**config.mk**
```make
export PLATFORM = sky130hd
export DESIGN_NAME = gamepad_frame_parse_normalize_core_flat
export DESIGN_NICKNAME = d
export VERILOG_FILES = /design/src/design/gfpn_pkg.sv /design/src/design/gfpn_if.sv /design/src/design/gfpn_cfg_regs.sv /design/src/design/gfpn_framer.sv /design/src/design/gfpn_axis.sv /design/src/design/gfpn_normalize.sv /design/src/design/gamepad_frame_parse_normalize_core.sv /design/src/flat_wrapper.sv
export SDC_FILE = /design/constraint.sdc
export NUM_CORES = 1
export LEC_CHECK = 0
export ABC_AREA = 1
export CAP_MARGIN = 20
export CORE_ASPECT_RATIO = 0.75
export CORE_MARGIN = 1.5
export CORE_UTILIZATION = 40
export CTS_CLUSTER_DIAMETER = 80
export DETAILED_ROUTE_END_ITERATION = 7
export DONT_BUFFER_PORTS = 1
export GPL_TIMING_DRIVEN = 0
export PLACE_DENSITY = 0.6
export SLEW_MARGIN = 40
export SYNTH_ARGS = -nofsm -noshare
export SYNTH_HDL_FRONTEND = slang
export SYNTH_HIERARCHICAL = 1
export SYNTH_SLANG_ARGS = --single-unit
```
**constraint.sdc**
```tcl
create_clock -name clk -period 9.1 [get_ports clk]
set_clock_uncertainty 0.2 [all_clocks]
set_input_delay 0 -clock clk [delete_from_list [all_inputs] [get_ports clk]]
set_output_delay 0 -clock clk [all_outputs]
set_load 0.1 [all_outputs]
```
**src/design/gfpn_pkg.sv**
```systemverilog
// Shared types and constants for the gamepad frame parser.
package gfpn_pkg;

    // Configuration port
    localparam int APB_ADDR_W = 5;
    localparam int APB_DATA_W = 32;
    localparam int NUM_CFG_REGS = 8;
    localparam int CFG_IDX_W = 3;

    typedef enum logic [CFG_IDX_W-1:0] {
        REG_RIGHT_Y_LOW  = 3'd0,
        REG_RIGHT_Y_HIGH = 3'd1,
        REG_RIGHT_X_LOW  = 3'd2,
        REG_RIGHT_X_HIGH = 3'd3,
        REG_LEFT_Y_LOW   = 3'd4,
        REG_LEFT_Y_HIGH  = 3'd5,
        REG_LEFT_X_LOW   = 3'd6,
        REG_LEFT_X_HIGH  = 3'd7
    } cfg_idx_t;

    localparam logic [7:0] DZ_LOW_RST  = 8'd118;
    localparam logic [7:0] DZ_HIGH_RST = 8'd138;

    // Frame framing bytes
    localparam logic [7:0] HDR_FIRST  = 8'h01;
    localparam logic [7:0] HDR_SECOND = 8'h02;
    localparam logic [7:0] TAIL_FIRST = 8'h03;
    localparam logic [7:0] TAIL_LAST  = 8'h04;

    // Payload: 11 bytes, the last one is taken straight from the link
    localparam int PAYLOAD_LEN = 11;
    localparam int STORE_DEPTH = PAYLOAD_LEN - 1;
    localparam int CNT_W = 4;
    localparam logic [CNT_W-1:0] CNT_LAST = 4'(PAYLOAD_LEN - 1);

    localparam logic [CNT_W-1:0] POS_BTN_A    = 4'd0;
    localparam logic [CNT_W-1:0] POS_BTN_B    = 4'd1;
    localparam logic [CNT_W-1:0] POS_LX       = 4'd2;
    localparam logic [CNT_W-1:0] POS_LY       = 4'd3;
    localparam logic [CNT_W-1:0] POS_RX       = 4'd4;
    localparam logic [CNT_W-1:0] POS_RY       = 4'd5;
    localparam logic [CNT_W-1:0] POS_TRIG_L   = 4'd6;
    localparam logic [CNT_W-1:0] POS_TRIG_R   = 4'd7;
    localparam logic [CNT_W-1:0] POS_BTN_C    = 4'd8;
    localparam logic [CNT_W-1:0] POS_TAIL_0   = 4'd9;

    // Axis scaling: floor(d * 16384 / 100) == (d * ceil(2^24/25)) >> 12
    // for every 8-bit d.
    localparam int AXIS_RECIP_W = 20;
    localparam logic [AXIS_RECIP_W-1:0] AXIS_RECIP = 20'd671089;
    localparam int AXIS_SHIFT = 12;
    localparam int AXIS_PROD_W = 8 + AXIS_RECIP_W;
    localparam logic [15:0] AXIS_FULL = 16'd16384;

    typedef struct packed {
        logic [7:0] right_y_low;
        logic [7:0] right_y_high;
        logic [7:0] right_x_low;
        logic [7:0] right_x_high;
        logic [7:0] left_y_low;
        logic [7:0] left_y_high;
        logic [7:0] left_x_low;
        logic [7:0] left_x_high;
    } thresh_t;

    typedef struct packed {
        logic [7:0] buttons_a;
        logic [7:0] buttons_b;
        logic [7:0] buttons_c;
        logic [7:0] left_x_raw;
        logic [7:0] left_y_raw;
        logic [7:0] right_x_raw;
        logic [7:0] right_y_raw;
        logic [7:0] trig_left_raw;
        logic [7:0] trig_right_raw;
    } frame_t;

    typedef struct packed {
        logic [7:0]         buttons_a;
        logic [7:0]         buttons_b;
        logic [7:0]         buttons_c;
        logic signed [15:0] left_x_norm;
        logic signed [15:0] left_y_norm;
        logic signed [15:0] right_x_norm;
        logic signed [15:0] right_y_norm;
        logic [15:0]        trigger_left;
        logic [15:0]        trigger_right;
    } result_t;

endpackage

```
**src/design/gfpn_if.sv**
```systemverilog
// Stream interfaces: received byte channel and gamepad report channel.
interface gfpn_byte_if;
    logic       valid;
    logic       ready;
    logic [7:0] rx_byte;

    modport source (output valid, output rx_byte, input ready);
    modport sink (input valid, input rx_byte, output ready);
endinterface

interface gfpn_report_if;
    logic               valid;
    logic               ready;
    logic [7:0]         buttons_a;
    logic [7:0]         buttons_b;
    logic [7:0]         buttons_c;
    logic signed [15:0] left_x_norm;
    logic signed [15:0] left_y_norm;
    logic signed [15:0] right_x_norm;
    logic signed [15:0] right_y_norm;
    logic [15:0]        trigger_left;
    logic [15:0]        trigger_right;

    modport source (
        output valid, input ready,
        output buttons_a, output buttons_b, output buttons_c,
        output left_x_norm, output left_y_norm, output right_x_norm, output right_y_norm,
        output trigger_left, output trigger_right
    );
    modport sink (
        input valid, output ready,
        input buttons_a, input buttons_b, input buttons_c,
        input left_x_norm, input left_y_norm, input right_x_norm, input right_y_norm,
        input trigger_left, input trigger_right
    );
endinterface

```
**src/design/gfpn_cfg_regs.sv**
```systemverilog
// APB register bank holding the stick dead-zone thresholds.
module gfpn_cfg_regs
(
    input  logic                                clk,
    input  logic                                rst_n,
    input  logic                                psel,
    input  logic                                penable,
    input  logic                                pwrite,
    input  logic [gfpn_pkg::APB_ADDR_W-1:0]     paddr,
    input  logic [gfpn_pkg::APB_DATA_W-1:0]     pwdata,
    output logic [gfpn_pkg::APB_DATA_W-1:0]     prdata,
    output logic                                pready,
    output gfpn_pkg::thresh_t                   thresh
);

    logic [7:0]                       cfg_reg [gfpn_pkg::NUM_CFG_REGS];
    logic [gfpn_pkg::CFG_IDX_W-1:0]   reg_idx;
    logic                             wr_en;

    assign reg_idx = paddr[gfpn_pkg::APB_ADDR_W-1:2];
    assign pready  = 1'b1;
    assign wr_en   = psel && penable && pwrite && pready;
    assign prdata  = {(gfpn_pkg::APB_DATA_W - 8)'(0), cfg_reg[reg_idx]};

    always_ff @(posedge clk or negedge rst_n)
    begin
        if (!rst_n)
        begin
            for (int i = 0; i < gfpn_pkg::NUM_CFG_REGS; i++)
            begin
                // even slots are low edges, odd slots high edges
                cfg_reg[i] <= (i % 2 == 1) ? gfpn_pkg::DZ_HIGH_RST : gfpn_pkg::DZ_LOW_RST;
            end
        end
        else if (wr_en)
        begin
            cfg_reg[reg_idx] <= pwdata[7:0];
        end
    end

    assign thresh.right_y_low  = cfg_reg[gfpn_pkg::REG_RIGHT_Y_LOW];
    assign thresh.right_y_high = cfg_reg[gfpn_pkg::REG_RIGHT_Y_HIGH];
    assign thresh.right_x_low  = cfg_reg[gfpn_pkg::REG_RIGHT_X_LOW];
    assign thresh.right_x_high = cfg_reg[gfpn_pkg::REG_RIGHT_X_HIGH];
    assign thresh.left_y_low   = cfg_reg[gfpn_pkg::REG_LEFT_Y_LOW];
    assign thresh.left_y_high  = cfg_reg[gfpn_pkg::REG_LEFT_Y_HIGH];
    assign thresh.left_x_low   = cfg_reg[gfpn_pkg::REG_LEFT_X_LOW];
    assign thresh.left_x_high  = cfg_reg[gfpn_pkg::REG_LEFT_X_HIGH];

endmodule

```
**src/design/gfpn_framer.sv**
```systemverilog
// Frame sync, payload capture and tail check; registers a complete frame.
module gfpn_framer
(
    input  logic              clk,
    input  logic              rst_n,
    gfpn_byte_if.sink         rx,
    input  logic              frame_take,
    output logic              frame_valid,
    output gfpn_pkg::frame_t  frame
);

    typedef enum logic [1:0] {
        ST_HUNT    = 2'd0,
        ST_HDR     = 2'd1,
        ST_PAYLOAD = 2'd2
    } state_t;

    state_t                        state_reg, state_next;
    logic [gfpn_pkg::CNT_W-1:0]    count_reg, count_next;
    logic                          frame_valid_reg, frame_valid_next;
    logic [7:0]                    store_reg [gfpn_pkg::STORE_DEPTH];
    gfpn_pkg::frame_t              frame_reg, frame_next;
    logic                          acc;
    logic                          done;
    logic                          tail_ok;

    // frame slot can refill in the same cycle it drains
    assign rx.ready = !frame_valid_reg || frame_take;
    assign acc      = rx.valid && rx.ready;
    assign tail_ok  = (store_reg[gfpn_pkg::POS_TAIL_0] == gfpn_pkg::TAIL_FIRST)
                   && (rx.rx_byte == gfpn_pkg::TAIL_LAST);

    always_comb
    begin
        state_next = state_reg;
        count_next = count_reg;
        done       = 1'b0;
        if (acc)
        begin
            unique case (state_reg)
                ST_HDR:
                begin
                    // a wrong second byte is dropped, not rechecked as a header
                    state_next = (rx.rx_byte == gfpn_pkg::HDR_SECOND) ? ST_PAYLOAD : ST_HUNT;
                    count_next = '0;
                end
                ST_PAYLOAD:
                begin
                    if (count_reg == gfpn_pkg::CNT_LAST)
                    begin
                        state_next = ST_HUNT;
                        count_next = '0;
                        done       = 1'b1;
                    end
                    else
                    begin
                        count_next = count_reg + 1'b1;
                    end
                end
                default:
                begin
                    state_next = (rx.rx_byte == gfpn_pkg::HDR_FIRST) ? ST_HDR : ST_HUNT;
                    count_next = '0;
                end
            endcase
        end
    end

    always_comb
    begin
        if (frame_valid_reg && !frame_take)
        begin
            frame_valid_next = 1'b1;
        end
        else
        begin
            frame_valid_next = done && tail_ok;
        end
    end

    always_comb
    begin
        frame_next.buttons_a      = store_reg[gfpn_pkg::POS_BTN_A];
        frame_next.buttons_b      = store_reg[gfpn_pkg::POS_BTN_B];
        frame_next.buttons_c      = store_reg[gfpn_pkg::POS_BTN_C];
        frame_next.left_x_raw     = store_reg[gfpn_pkg::POS_LX];
        frame_next.left_y_raw     = store_reg[gfpn_pkg::POS_LY];
        frame_next.right_x_raw    = store_reg[gfpn_pkg::POS_RX];
        frame_next.right_y_raw    = store_reg[gfpn_pkg::POS_RY];
        frame_next.trig_left_raw  = store_reg[gfpn_pkg::POS_TRIG_L];
        frame_next.trig_right_raw = store_reg[gfpn_pkg::POS_TRIG_R];
    end

    always_ff @(posedge clk or negedge rst_n)
    begin
        if (!rst_n)
        begin
            state_reg       <= ST_HUNT;
            count_reg       <= '0;
            frame_valid_reg <= 1'b0;
        end
        else
        begin
            state_reg       <= state_next;
            count_reg       <= count_next;
            frame_valid_reg <= frame_valid_next;
        end
    end

    // payload bytes, no reset
    always_ff @(posedge clk)
    begin
        if (acc && state_reg == ST_PAYLOAD && count_reg != gfpn_pkg::CNT_LAST)
        begin
            store_reg[count_reg] <= rx.rx_byte;
        end
        if (done && tail_ok && rx.ready)
        begin
            frame_reg <= frame_next;
        end
    end

    assign frame_valid = frame_valid_reg;
    assign frame       = frame_reg;

`ifndef SYNTHESIS
    a_count_bound: assert property (@(posedge clk) disable iff (!rst_n)
        count_reg <= gfpn_pkg::CNT_LAST)
        else $error("payload count past last byte");

    a_count_phase: assert property (@(posedge clk) disable iff (!rst_n)
        (count_reg != '0) |-> (state_reg == ST_PAYLOAD))
        else $error("payload count running outside payload phase");

    a_frame_hold: assert property (@(posedge clk) disable iff (!rst_n)
        (frame_valid_reg && !frame_take) |=> (frame_valid_reg && $stable(frame_reg)))
        else $error("pending frame lost or changed");
`endif

endmodule

```
**src/design/gfpn_axis.sv**
```systemverilog
// One stick axis: dead-zone test and scaling to signed Q1.14.
module gfpn_axis
(
    input  logic [7:0]         raw,
    input  logic [7:0]         lo,
    input  logic [7:0]         hi,
    output logic signed [15:0] norm
);

    logic                                below;
    logic                                above;
    logic [7:0]                          delta;
    logic [gfpn_pkg::AXIS_PROD_W-1:0]    prod;
    logic [15:0]                         quot;
    logic [15:0]                         mag;

    assign below = raw < lo;
    assign above = raw > hi;
    assign delta = below ? (lo - raw) : (raw - hi);
    assign prod  = gfpn_pkg::AXIS_PROD_W'(delta)
                 * gfpn_pkg::AXIS_PROD_W'(gfpn_pkg::AXIS_RECIP);
    assign quot  = prod[gfpn_pkg::AXIS_SHIFT +: 16];
    assign mag   = (quot > gfpn_pkg::AXIS_FULL) ? gfpn_pkg::AXIS_FULL : quot;

    always_comb
    begin
        priority if (below)
        begin
            norm = $signed(mag);
        end
        else if (above)
        begin
            norm = -$signed(mag);
        end
        else
        begin
            norm = '0;
        end
    end

endmodule

```
**src/design/gfpn_normalize.sv**
```systemverilog
// Scales a captured frame into a report and holds it in the result register.
module gfpn_normalize
(
    input  logic               clk,
    input  logic               rst_n,
    input  gfpn_pkg::thresh_t  thresh,
    input  logic               frame_valid,
    input  gfpn_pkg::frame_t   frame,
    output logic               frame_take,
    gfpn_report_if.source      report
);

    gfpn_pkg::result_t  res_reg, res_next;
    logic               res_valid_reg, res_valid_next;

    gfpn_axis u_axis_lx (
        .raw  (frame.left_x_raw),
        .lo   (thresh.left_x_low),
        .hi   (thresh.left_x_high),
        .norm (res_next.left_x_norm)
    );

    gfpn_axis u_axis_ly (
        .raw  (frame.left_y_raw),
        .lo   (thresh.left_y_low),
        .hi   (thresh.left_y_high),
        .norm (res_next.left_y_norm)
    );

    gfpn_axis u_axis_rx (
        .raw  (frame.right_x_raw),
        .lo   (thresh.right_x_low),
        .hi   (thresh.right_x_high),
        .norm (res_next.right_x_norm)
    );

    gfpn_axis u_axis_ry (
        .raw  (frame.right_y_raw),
        .lo   (thresh.right_y_low),
        .hi   (thresh.right_y_high),
        .norm (res_next.right_y_norm)
    );

    assign res_next.buttons_a     = frame.buttons_a;
    assign res_next.buttons_b     = frame.buttons_b;
    assign res_next.buttons_c     = frame.buttons_c;
    // raw * 257 is the byte repeated
    assign res_next.trigger_left  = {frame.trig_left_raw, frame.trig_left_raw};
    assign res_next.trigger_right = {frame.trig_right_raw, frame.trig_right_raw};

    assign frame_take     = !res_valid_reg || report.ready;
    assign res_valid_next = frame_take ? frame_valid : res_valid_reg;

    always_ff @(posedge clk or negedge rst_n)
    begin
        if (!rst_n)
        begin
            res_valid_reg <= 1'b0;
        end
        else
        begin
            res_valid_reg <= res_valid_next;
        end
    end

    always_ff @(posedge clk)
    begin
        if (frame_take && frame_valid)
        begin
            res_reg <= res_next;
        end
    end

    assign report.valid         = res_valid_reg;
    assign report.buttons_a     = res_reg.buttons_a;
    assign report.buttons_b     = res_reg.buttons_b;
    assign report.buttons_c     = res_reg.buttons_c;
    assign report.left_x_norm   = res_reg.left_x_norm;
    assign report.left_y_norm   = res_reg.left_y_norm;
    assign report.right_x_norm  = res_reg.right_x_norm;
    assign report.right_y_norm  = res_reg.right_y_norm;
    assign report.trigger_left  = res_reg.trigger_left;
    assign report.trigger_right = res_reg.trigger_right;

`ifndef SYNTHESIS
    a_frame_moves: assert property (@(posedge clk) disable iff (!rst_n)
        (frame_valid && frame_take) |=> res_valid_reg)
        else $error("taken frame did not reach the result register");

    a_axis_range: assert property (@(posedge clk) disable iff (!rst_n)
        res_valid_reg |-> (res_reg.left_x_norm >= -16'sd16384
                        && res_reg.left_x_norm <= 16'sd16384
                        && res_reg.right_y_norm >= -16'sd16384
                        && res_reg.right_y_norm <= 16'sd16384))
        else $error("axis value outside Q1.14 unit range");

    a_trigger_form: assert property (@(posedge clk) disable iff (!rst_n)
        res_valid_reg |-> (res_reg.trigger_left[15:8] == res_reg.trigger_left[7:0]
                        && res_reg.trigger_right[15:8] == res_reg.trigger_right[7:0]))
        else $error("trigger not a byte times 257");
`endif

endmodule

```
**src/design/gamepad_frame_parse_normalize_core.sv**
```systemverilog
// A good frame passes through the frame register, then the result register, which drives report valid.
// Throughput: one received byte per cycle; frame register and result register stall
// only when the report sink holds ready low with both of them full.
// Reset (rst_n, async, active low): hunting for the first header byte, no frame or
// report pending, thresholds at 118 (low) and 138 (high); payload bytes are not cleared.
// Top level: APB threshold registers, byte framer and report normalizer.
module gamepad_frame_parse_normalize_core
(
    input  logic                             clk,
    input  logic                             rst_n,
    gfpn_byte_if.sink                        rx,
    gfpn_report_if.source                    report,
    input  logic                             psel,
    input  logic                             penable,
    input  logic                             pwrite,
    input  logic [gfpn_pkg::APB_ADDR_W-1:0]  paddr,
    input  logic [gfpn_pkg::APB_DATA_W-1:0]  pwdata,
    output logic [gfpn_pkg::APB_DATA_W-1:0]  prdata,
    output logic                             pready
);

    // Thresholds feed the normalizer directly; the user must see they are only written while idle,
    // so a frame in flight always sees a settled set; the block itself does not enforce this.
    gfpn_pkg::thresh_t  thresh;

    // Frame register handshake between framer and normalizer.
    logic               frame_valid;
    logic               frame_take;
    gfpn_pkg::frame_t   frame;

    gfpn_cfg_regs u_cfg_regs (
        .clk     (clk),
        .rst_n   (rst_n),
        .psel    (psel),
        .penable (penable),
        .pwrite  (pwrite),
        .paddr   (paddr),
        .pwdata  (pwdata),
        .prdata  (prdata),
        .pready  (pready),
        .thresh  (thresh)
    );

    // Hunts 0x01 0x02, collects the 11-byte payload, checks the 0x03 0x04 tail
    // and registers the good frame in one step with the last byte.
    gfpn_framer u_framer (
        .clk         (clk),
        .rst_n       (rst_n),
        .rx          (rx),
        .frame_take  (frame_take),
        .frame_valid (frame_valid),
        .frame       (frame)
    );

    // Dead-zone and scaling for four axes in parallel, triggers as byte*257,
    // result register drives the report request.
    gfpn_normalize u_normalize (
        .clk         (clk),
        .rst_n       (rst_n),
        .thresh      (thresh),
        .frame_valid (frame_valid),
        .frame       (frame),
        .frame_take  (frame_take),
        .report      (report)
    );

endmodule
```
**src/flat_wrapper.sv**
```systemverilog
// flat-port wrapper written by rule: the top's interface ports become plain ports
module gamepad_frame_parse_normalize_core_flat 
  (clk, rst_n, psel, penable, pwrite, paddr, pwdata, prdata, pready, rx_valid, rx_rx_byte, rx_ready, report_valid, report_ready, report_buttons_a, report_buttons_b, report_buttons_c, report_left_x_norm, report_left_y_norm, report_right_x_norm, report_right_y_norm, report_trigger_left, report_trigger_right);
  gfpn_byte_if rx_i ();
  gfpn_report_if report_i ();
  input  logic clk;
  input  logic rst_n;
  input  logic psel;
  input  logic penable;
  input  logic pwrite;
  input  logic [gfpn_pkg::APB_ADDR_W-1:0] paddr;
  input  logic [gfpn_pkg::APB_DATA_W-1:0] pwdata;
  output logic [gfpn_pkg::APB_DATA_W-1:0] prdata;
  output logic pready;
  input wire logic [$bits(rx_i.valid)-1:0] rx_valid;
  input wire logic [$bits(rx_i.rx_byte)-1:0] rx_rx_byte;
  output wire logic [$bits(rx_i.ready)-1:0] rx_ready;
  output wire logic [$bits(report_i.valid)-1:0] report_valid;
  input wire logic [$bits(report_i.ready)-1:0] report_ready;
  output wire logic [$bits(report_i.buttons_a)-1:0] report_buttons_a;
  output wire logic [$bits(report_i.buttons_b)-1:0] report_buttons_b;
  output wire logic [$bits(report_i.buttons_c)-1:0] report_buttons_c;
  output wire logic [$bits(report_i.left_x_norm)-1:0] report_left_x_norm;
  output wire logic [$bits(report_i.left_y_norm)-1:0] report_left_y_norm;
  output wire logic [$bits(report_i.right_x_norm)-1:0] report_right_x_norm;
  output wire logic [$bits(report_i.right_y_norm)-1:0] report_right_y_norm;
  output wire logic [$bits(report_i.trigger_left)-1:0] report_trigger_left;
  output wire logic [$bits(report_i.trigger_right)-1:0] report_trigger_right;
  assign rx_i.valid = rx_valid;
  assign rx_i.rx_byte = rx_rx_byte;
  assign rx_ready = rx_i.ready;
  assign report_valid = report_i.valid;
  assign report_i.ready = report_ready;
  assign report_buttons_a = report_i.buttons_a;
  assign report_buttons_b = report_i.buttons_b;
  assign report_buttons_c = report_i.buttons_c;
  assign report_left_x_norm = report_i.left_x_norm;
  assign report_left_y_norm = report_i.left_y_norm;
  assign report_right_x_norm = report_i.right_x_norm;
  assign report_right_y_norm = report_i.right_y_norm;
  assign report_trigger_left = report_i.trigger_left;
  assign report_trigger_right = report_i.trigger_right;
  gamepad_frame_parse_normalize_core u_core (.clk(clk), .rst_n(rst_n), .rx(rx_i), .report(report_i), .psel(psel), .penable(penable), .pwrite(pwrite), .paddr(paddr), .pwdata(pwdata), .prdata(prdata), .pready(pready));
endmodule
```
==> results of run 1 <==
[worst min-delay path by stage]
stage / start / endpoint / slack (ns) / cells past startpoint
floorplan: rst_n / u_core/u_cfg_regs/thresh[0] / -0.50 / 0
global placement: rst_n / u_core/u_normalize/report.valid / -0.49 / 0
detailed placement: rst_n / u_core/u_normalize/report.valid / -0.49 / 0
CTS: rx_valid / u_core/u_framer/count_reg[1] / 0.05 / 4
global route: rx_valid / u_core/u_framer/count_reg[1] / 0.08 / 4
finish: rx_valid / u_core/u_framer/count_reg[1] / 0.10 / 4
[stage by stage]
step           setup slack [ns]  instance area (um^2)
2_1_floorplan              1.87                 28700
3_3_place_gp             -0.761                 29900
3_5_place_dp              0.456                 31500
4_1_cts                   0.442                 33400
5_1_grt                 0.00469                 33600
6_report                  0.595                 33600
[kinds of logic after synthesis]
logic type	after synthesis
xor+xnor	54
simple gates	1513
flops	328
fa+ha+maj	450
other cells	2
compound gates	425
buf+inv	692
[worst register-to-register path, delay by kind of cell (launching register included)]
kind	cells	cell delay, ns
compound gates	5	1.01
flops	1	0.39
fa+ha+maj	7	2.98
simple gates	23	2.66
buf+inv	8	0.74
xor+xnor	2	0.27
[repair_timing]
action / 4_1_cts / 5_1_grt
hold buffers: 50 / 6
setup endpoints to repair: 0 / 9
resized for setup: 0 / 7
endpoints found under the hold margin: 361 / 61
[cell usage in the layout, fill, tap and decap left out, types with 47 or more instances in the layout]
cell type,Yosys,final
sky130_fd_sc_hd__a21oi_1,177,176
sky130_fd_sc_hd__dlygate4sd3_1,0,47
sky130_fd_sc_hd__edfxtp_1,256,256
sky130_fd_sc_hd__fa_1,140,140
sky130_fd_sc_hd__ha_1,310,310
sky130_fd_sc_hd__inv_1,601,600
sky130_fd_sc_hd__nand2_1,829,819
sky130_fd_sc_hd__nand2_2,83,93
sky130_fd_sc_hd__nand3_1,133,133
sky130_fd_sc_hd__nor2_1,306,302
sky130_fd_sc_hd__o21ai_0,160,152
[layout make-up]
class / instances / area share (%)
multi-input combinational: 2467 / 48.9
sequential: 328 / 28.4
clock inverter: 27 / 0.849
buffer: 76 / 1.60
tap: 946 / 3.52
antenna: 1 / 0.00744
clock buffer: 44 / 3.05
timing repair buffer: 145 / 6.86
inverter: 616 / 6.90
[routing by layer]
layer | global-route usage (%) | vias up | share of wire, %
met1 | 33.5 | 11000 | 50
met4 | 3.68 | 12 | 1.3
met3 | 5.75 | 68 | 9.9
li1 | - | 11600 | -
met2 | 28.9 | 805 | 39
met5 | 0 | - | 0.097
==> summary.txt, run 1 <==
Status
  • Run status: complete, no violations

Critical path
  • Worst setup path class: reg -> reg
  • Arrival time at the worst endpoint: 8.61 ns
  • Flop2flop setup slack: 0.59 ns
  • CP bufs+invs: 8
  • Cell with the biggest individual delay on the critical path: sky130_fd_sc_hd__fa_1
  • Worst EP required: 9.20 ns
  • Kind of cell adding the most delay to the critical path: adder cells
  • R2R cell count: 45
  • Cell mode on critical path: sky130_fd_sc_hd__nand2_1
  • Crit path max fanout: 10
  • Critical R2R Capture: u_core/u_normalize/report.right_x_norm[6]
  • Highest cell delay on the worst timing path: 0.65 ns
  • Capturing element type of the critical path: flop
  • Capturing instance or port of the critical path: u_core/u_normalize/report.right_x_norm[6]
  • Stages on worst setup path: 45
  • Critical path startpoint: u_core/u_framer/frame[26]
  • Launch instance of the worst register-to-register path: u_core/u_framer/frame[26]
  • CP startpoint kind: flop

Timing
  • Total negative slack: 0 ns
  • Pins Over Slew Limit: 0
  • Top achievable clock speed: 118 MHz
  • Final critical-path required period: 8.51 ns
  • Transition time at the pin with the least slew margin: 0.903 ns
  • Max-slew headroom at the worst pin: 39.9%
  • Endpoints failing setup: 0
  • Setup repair after global routing missed its margin: false
  • Portion of the clock cycle consumed by the worst path in the final layout: 93.5%
  • Final Hold Violating Endpoints: 0
  • Worst hold slack: 0.102 ns

Finish
  • Filler Cells Inserted: roughly 6700
  • Final cell count without fillers: 4650
  • Fraction of the core area covered by cells at the end of the flow: 47.7%
  • Register area: 9530 um^2
  • Number of nets at the end of the flow: roughly 4200
  • Largest register FFs: 80
  • Multi-input combinational cell area: approximately 16000 um^2
  • Fraction of layout cells with a size suffix above 1: between 10% and 20%
  • Area grow syn2layout: 17.3%

Floorplan
  • Overall die width: 312 um
  • Number of ports placed on the die boundary: 207
  • Core region area: a little over 70000 um^2
  • Starting utilization of the core area: 40.6%
  • Die Y-Extent: ~230 um
  • Number of standard-cell rows in the floorplan: 84
  • DIE AREA: 73300 um^2

Clock network
  • Clock sink count: 328
  • # Post-CTS Setup Buffers: 0
  • TritonCTS Buffers: 39
  • Maximum root-to-sink buffer count: 3
  • Clock root buffer: sky130_fd_sc_hd__clkbuf_16
  • Clock tree from TritonCTS: yes
  • Clock-pin slew of the registers on the worst-case setup and hold paths: 0.07 ns
  • Clk_lat worst skew: between 0.5 and 0.6 ns
  • H-tree depth reported by CTS: 2

Drt
  • Total vias in the final route: 23400
  • Total wirelength of the detailed-routed design: 78500 um
  • Remaining number of nets flagged by the antenna check after routing: 0
  • DRC errors left: 0
  • First-pass detailed-route iteration total: 6
  • Vias per cell: 5.03
  • Starting DRC count in detailed routing: 2017
  • Routed WL per cell: about 17 um

Yosys
  • Share of synthesized registers carrying an async set or reset: 22.0%
  • Xor and xnor fraction of the mapped netlist area: 1.73%
  • Fraction of post-synthesis cell area in the top cell type by area: 26.8%
  • Multiplexer share of the synthesized area: 0%
  • Yosys synthesis warning count: 6
  • Dominant cells by area after synthesis: sky130_fd_sc_hd__edfxtp_1 27%, sky130_fd_sc_hd__ha_1 14%, sky130_fd_sc_hd__nand2_1 11%
  • Post-synthesis compound-gate area fraction: 8.37%
  • Combinational family with the most area after synthesis: simple AND/OR/NAND/NOR gates
  • Cell area after synthesis: 28700 um^2
  • Mean area per synthesized cell: 8.27 um^2
  • Count of flip-flops with a built-in enable after synthesis: between 200 and 300
  • Ranking of synthesized cells by instance count: 829 x sky130_fd_sc_hd__nand2_1, 601 x sky130_fd_sc_hd__inv_1, 310 x sky130_fd_sc_hd__ha_1
  • Portion of the post-synthesis area used by sequential elements: 33.2%
  • Synthesized flop and latch total: roughly 330
  • Predominant post-synthesis flop cell: sky130_fd_sc_hd__edfxtp_1
  • Adder-cell share of the synthesized area: 23.3%
  • Cell with the most instances after synthesis: sky130_fd_sc_hd__nand2_1
  • Simple-gate share of the synthesized area: 23.4%
  • Cells after Synth: 3464
  • Number of distinct library cell variants in the gate-level netlist after synthesis: 65
  • Leading area contributor after synthesis: sky130_fd_sc_hd__edfxtp_1

Placement
  • Total instance count after detailed placement: 4514
  • GP Congestion: 0.952
  • Port-buffer cells: 0
  • Total half-perimeter wirelength after legalization and detailed placement: 61800 um

Hold path
  • Tightest Hold Check Type: in -> reg

Global route
  • Grt total ovfl: 0
  • Via count of the first global-routing pass: 21900
  • Overall routing resource usage: 21.3%
  • Initial antenna violation count: 11
  • Pin count of the biggest net entering global routing: 50
  • First-pass GRT wire length: roughly 120000 um

Run
  • Number of maximum-capacitance constraint violations: 0
Power of run 1 is left out: the tool's default activity adds up to more than one toggle a clock period on the data nets, which glitch-free logic cannot reach.
==> inputs of run 2 (changes only) <==
- PLACE_DENSITY: 0.6 -> 0.54
==> run 2 against run 1 <==
Compared with the run above: core utilization decreased by 0.63 points; highest routed layer unchanged; maximum frequency is 1.4% higher; clock-buffer cell count increased by 8; critical endpoint is now u_core/u_normalize/report.left_x_norm[6].
==> summary.txt, run 2 (synthesized netlist as in run 1, its figures left out) <==
Critical path
  • Highest cell delay on the worst timing path: 0.56 ns (-0.09 ns)
  • Capturing element type of the critical path: flop
  • Cell with the biggest individual delay on the critical path: sky130_fd_sc_hd__fa_1
  • CP bufs+invs: 8 (unchanged)
  • Crit path max fanout: 10 (unchanged)
  • Worst EP required: 9.22 ns (+0.02 ns)
  • Kind of cell adding the most delay to the critical path: adder cells
  • Cell mode on critical path: sky130_fd_sc_hd__nand2_1
  • Worst setup path class: reg -> reg
  • CP startpoint kind: flop
  • Arrival time at the worst endpoint: 8.50 ns (-0.11 ns)

Placement
  • Post-placement worst setup slack: 0.529 ns (+0.0721 ns)
  • Total half-perimeter wirelength after legalization and detailed placement: 63700 um (+3.1%)
  • GP Congestion: 0.958 (+0.55%)
  • Port-buffer cells: 0 (unchanged)

Finish
  • Number of nets at the end of the flow: 4161 (-0.34%)
  • Area grow syn2layout: 15.7%
  • Fraction of layout cells with a size suffix above 1: 11.5% (-0.61 points)
  • Leading cell type in the layout, fill and taps excluded: sky130_fd_sc_hd__nand2_1
  • Largest register FFs: 80 (unchanged)
  • Leading cell types in the layout, fill and taps excluded: 818 x sky130_fd_sc_hd__nand2_1, 599 x sky130_fd_sc_hd__inv_1, 310 x sky130_fd_sc_hd__ha_1, 301 x sky130_fd_sc_hd__nor2_1, 256 x sky130_fd_sc_hd__edfxtp_1

Timing
  • Transition time at the pin with the least slew margin: 0.898 ns (-0.00551 ns)
  • Top achievable clock speed: 119 MHz (+1.4%)
  • Portion of the clock cycle consumed by the worst path in the final layout: 92.1% (-1.3 points)
  • Pins Over Slew Limit: 0 (unchanged)
  • Max-slew headroom at the worst pin: 40.3% (+0.37 points)
  • Worst setup margin: 0.715 ns (+0.120 ns)
  • Final critical-path required period: 8.38 ns (-0.120 ns)
  • Endpoints failing setup: 0 (unchanged)
  • Setup repair after global routing missed its margin: false
  • Final Hold Violating Endpoints: 0 (unchanged)

Drt
  • First-pass detailed-route iteration total: 5 (-1)
  • Routed WL per cell: 17.2 um (+1.8%)
  • Starting DRC count in detailed routing: 1909 (-5.4%)
  • Total vias in the final route: 22900 (-2.2%)
  • DRC errors left: 0 (unchanged)
  • Remaining number of nets flagged by the antenna check after routing: 0 (unchanged)
  • Vias per cell: 4.94 (-1.9%)
  • Total wirelength of the detailed-routed design: 79800 um (+1.6%)

Global route
  • Via count of the first global-routing pass: 21800 (-0.31%)
  • Overall routing resource usage: 21.8% (+0.46 points)
  • Initial antenna violation count: 8 (-3)
  • First-pass GRT wire length: 125000 um (+1.7%)
  • Grt total ovfl: 0 (unchanged)
  • Pin count of the biggest net entering global routing: 54 (+8.0%)

Floorplan
  • Number of standard-cell rows in the floorplan: 84 (unchanged)
  • Core region area: 70500 um^2 (unchanged)
  • Overall die width: 312 um (unchanged)
  • Starting utilization of the core area: 40.6% (unchanged)
  • Number of ports placed on the die boundary: 207 (unchanged)
  • Die Y-Extent: 235 um (unchanged)
  • DIE AREA: 73300 um^2 (unchanged)

Clock network
  • TritonCTS Buffers: 40 (+2.6%)
  • Clock tree from TritonCTS: yes
  • Clk_lat worst skew: 0.60 ns (+0.02 ns)
  • Clock root buffer: sky130_fd_sc_hd__clkbuf_16
  • Maximum root-to-sink buffer count: 3 (unchanged)
  • Clock-pin slew of the registers on the worst-case setup and hold paths: 0.07 ns (about the same)
  • # Post-CTS Setup Buffers: 0 (unchanged)
  • H-tree depth reported by CTS: 2 (unchanged)
  • Clock sink count: 328 (unchanged)

Run
  • Number of maximum-capacitance constraint violations: 0 (unchanged)

Hold path
  • Tightest Hold Check Type: in -> reg

Status
  • Run status: complete, no violations
==> run 2: changes by cell type in the layout (fill, tap and decap cells not counted), sizes merged <==
cell         before  now
inv             622  619
clkbuf           62   67
clkinv           16   18
clkinvlp          3    1
bufinv            2    0
buf             156  143
dlygate4sd3      47   48
==> run 2: metrics by stage <==
stage                     TNS, ns  std cells  utilization, %  hold slack [ns]  area (um^2)
after floorplan                 0       3487               -           -0.496        28700
after global placement    -106.85       4433            42.4           -0.493        29900
after detailed placement        0       4506            44.4           -0.494        31300
after CTS                       0       4630            46.9           0.0117        33100
after global routing            0       4638            47.0           0.0642        33200
final                           0       4638            47.0           0.0799        33200
==> run 2: cell type report <==
class,instances,area (um^2)
fillers,6804,37400
multi-input cells,2467,16400
flip-flops and latches,328,9530
inverters,616,2320
repair buffers,130,1890
well taps,946,1180
clock buffers,52,1070
plain buffers,76,538
clock inverters,22,211
diodes,1,2.50
==> run 2: layer usage <==
metal | up-vias | wire [um] | track usage [%]
met5 | - | 66 | 0
met4 | 10 | 1100 | 3.68
met3 | 73 | 6920 | 4.89
met2 | 707 | 29600 | 28.2
met1 | 10600 | 42100 | 36.0
li1 | 11500 | - | -
==> run 2: path summary, 6_finish.rpt <==
kind                       depth (start not counted)  slack, ns                                        to                       from
min in group asynchronous                          3       0.51              u_core/u_cfg_regs/thresh[51]                      rst_n
max in group asynchronous                          4       7.91              u_core/u_cfg_regs/thresh[11]                      rst_n
hold reg to reg                                    0       0.21    u_core/u_normalize/report.buttons_c[7]  u_core/u_framer/frame[55]
setup reg to reg                                  42       0.72  u_core/u_normalize/report.left_x_norm[6]  u_core/u_framer/frame[40]
hold / removal                                     4       0.08              u_core/u_framer/count_reg[0]                   rx_valid
setup / recovery                                  42       0.72  u_core/u_normalize/report.left_x_norm[6]  u_core/u_framer/frame[40]
==> run 2: worst register-to-register path, delay by kind of cell, from the launching register on <==
family	cells	cell delay, ns
and+or+nand+nor	23	2.58
adders and majority gates	8	3.24
xor gates and xnor gates	1	0.14
buffers and inverters	8	1.02
DFF	1	0.46
AOI/OAI and AO/OA	2	0.43
==> run 2: what timing repair did <==
item / 4_1_cts / 5_1_grt
endpoints found under the setup margin: 0 / 17
endpoints found under the hold margin: 380 / 62
hold buffers: 50 / 6
gates resized for setup: 0 / 10
Power of run 2 is left out for the same reason.
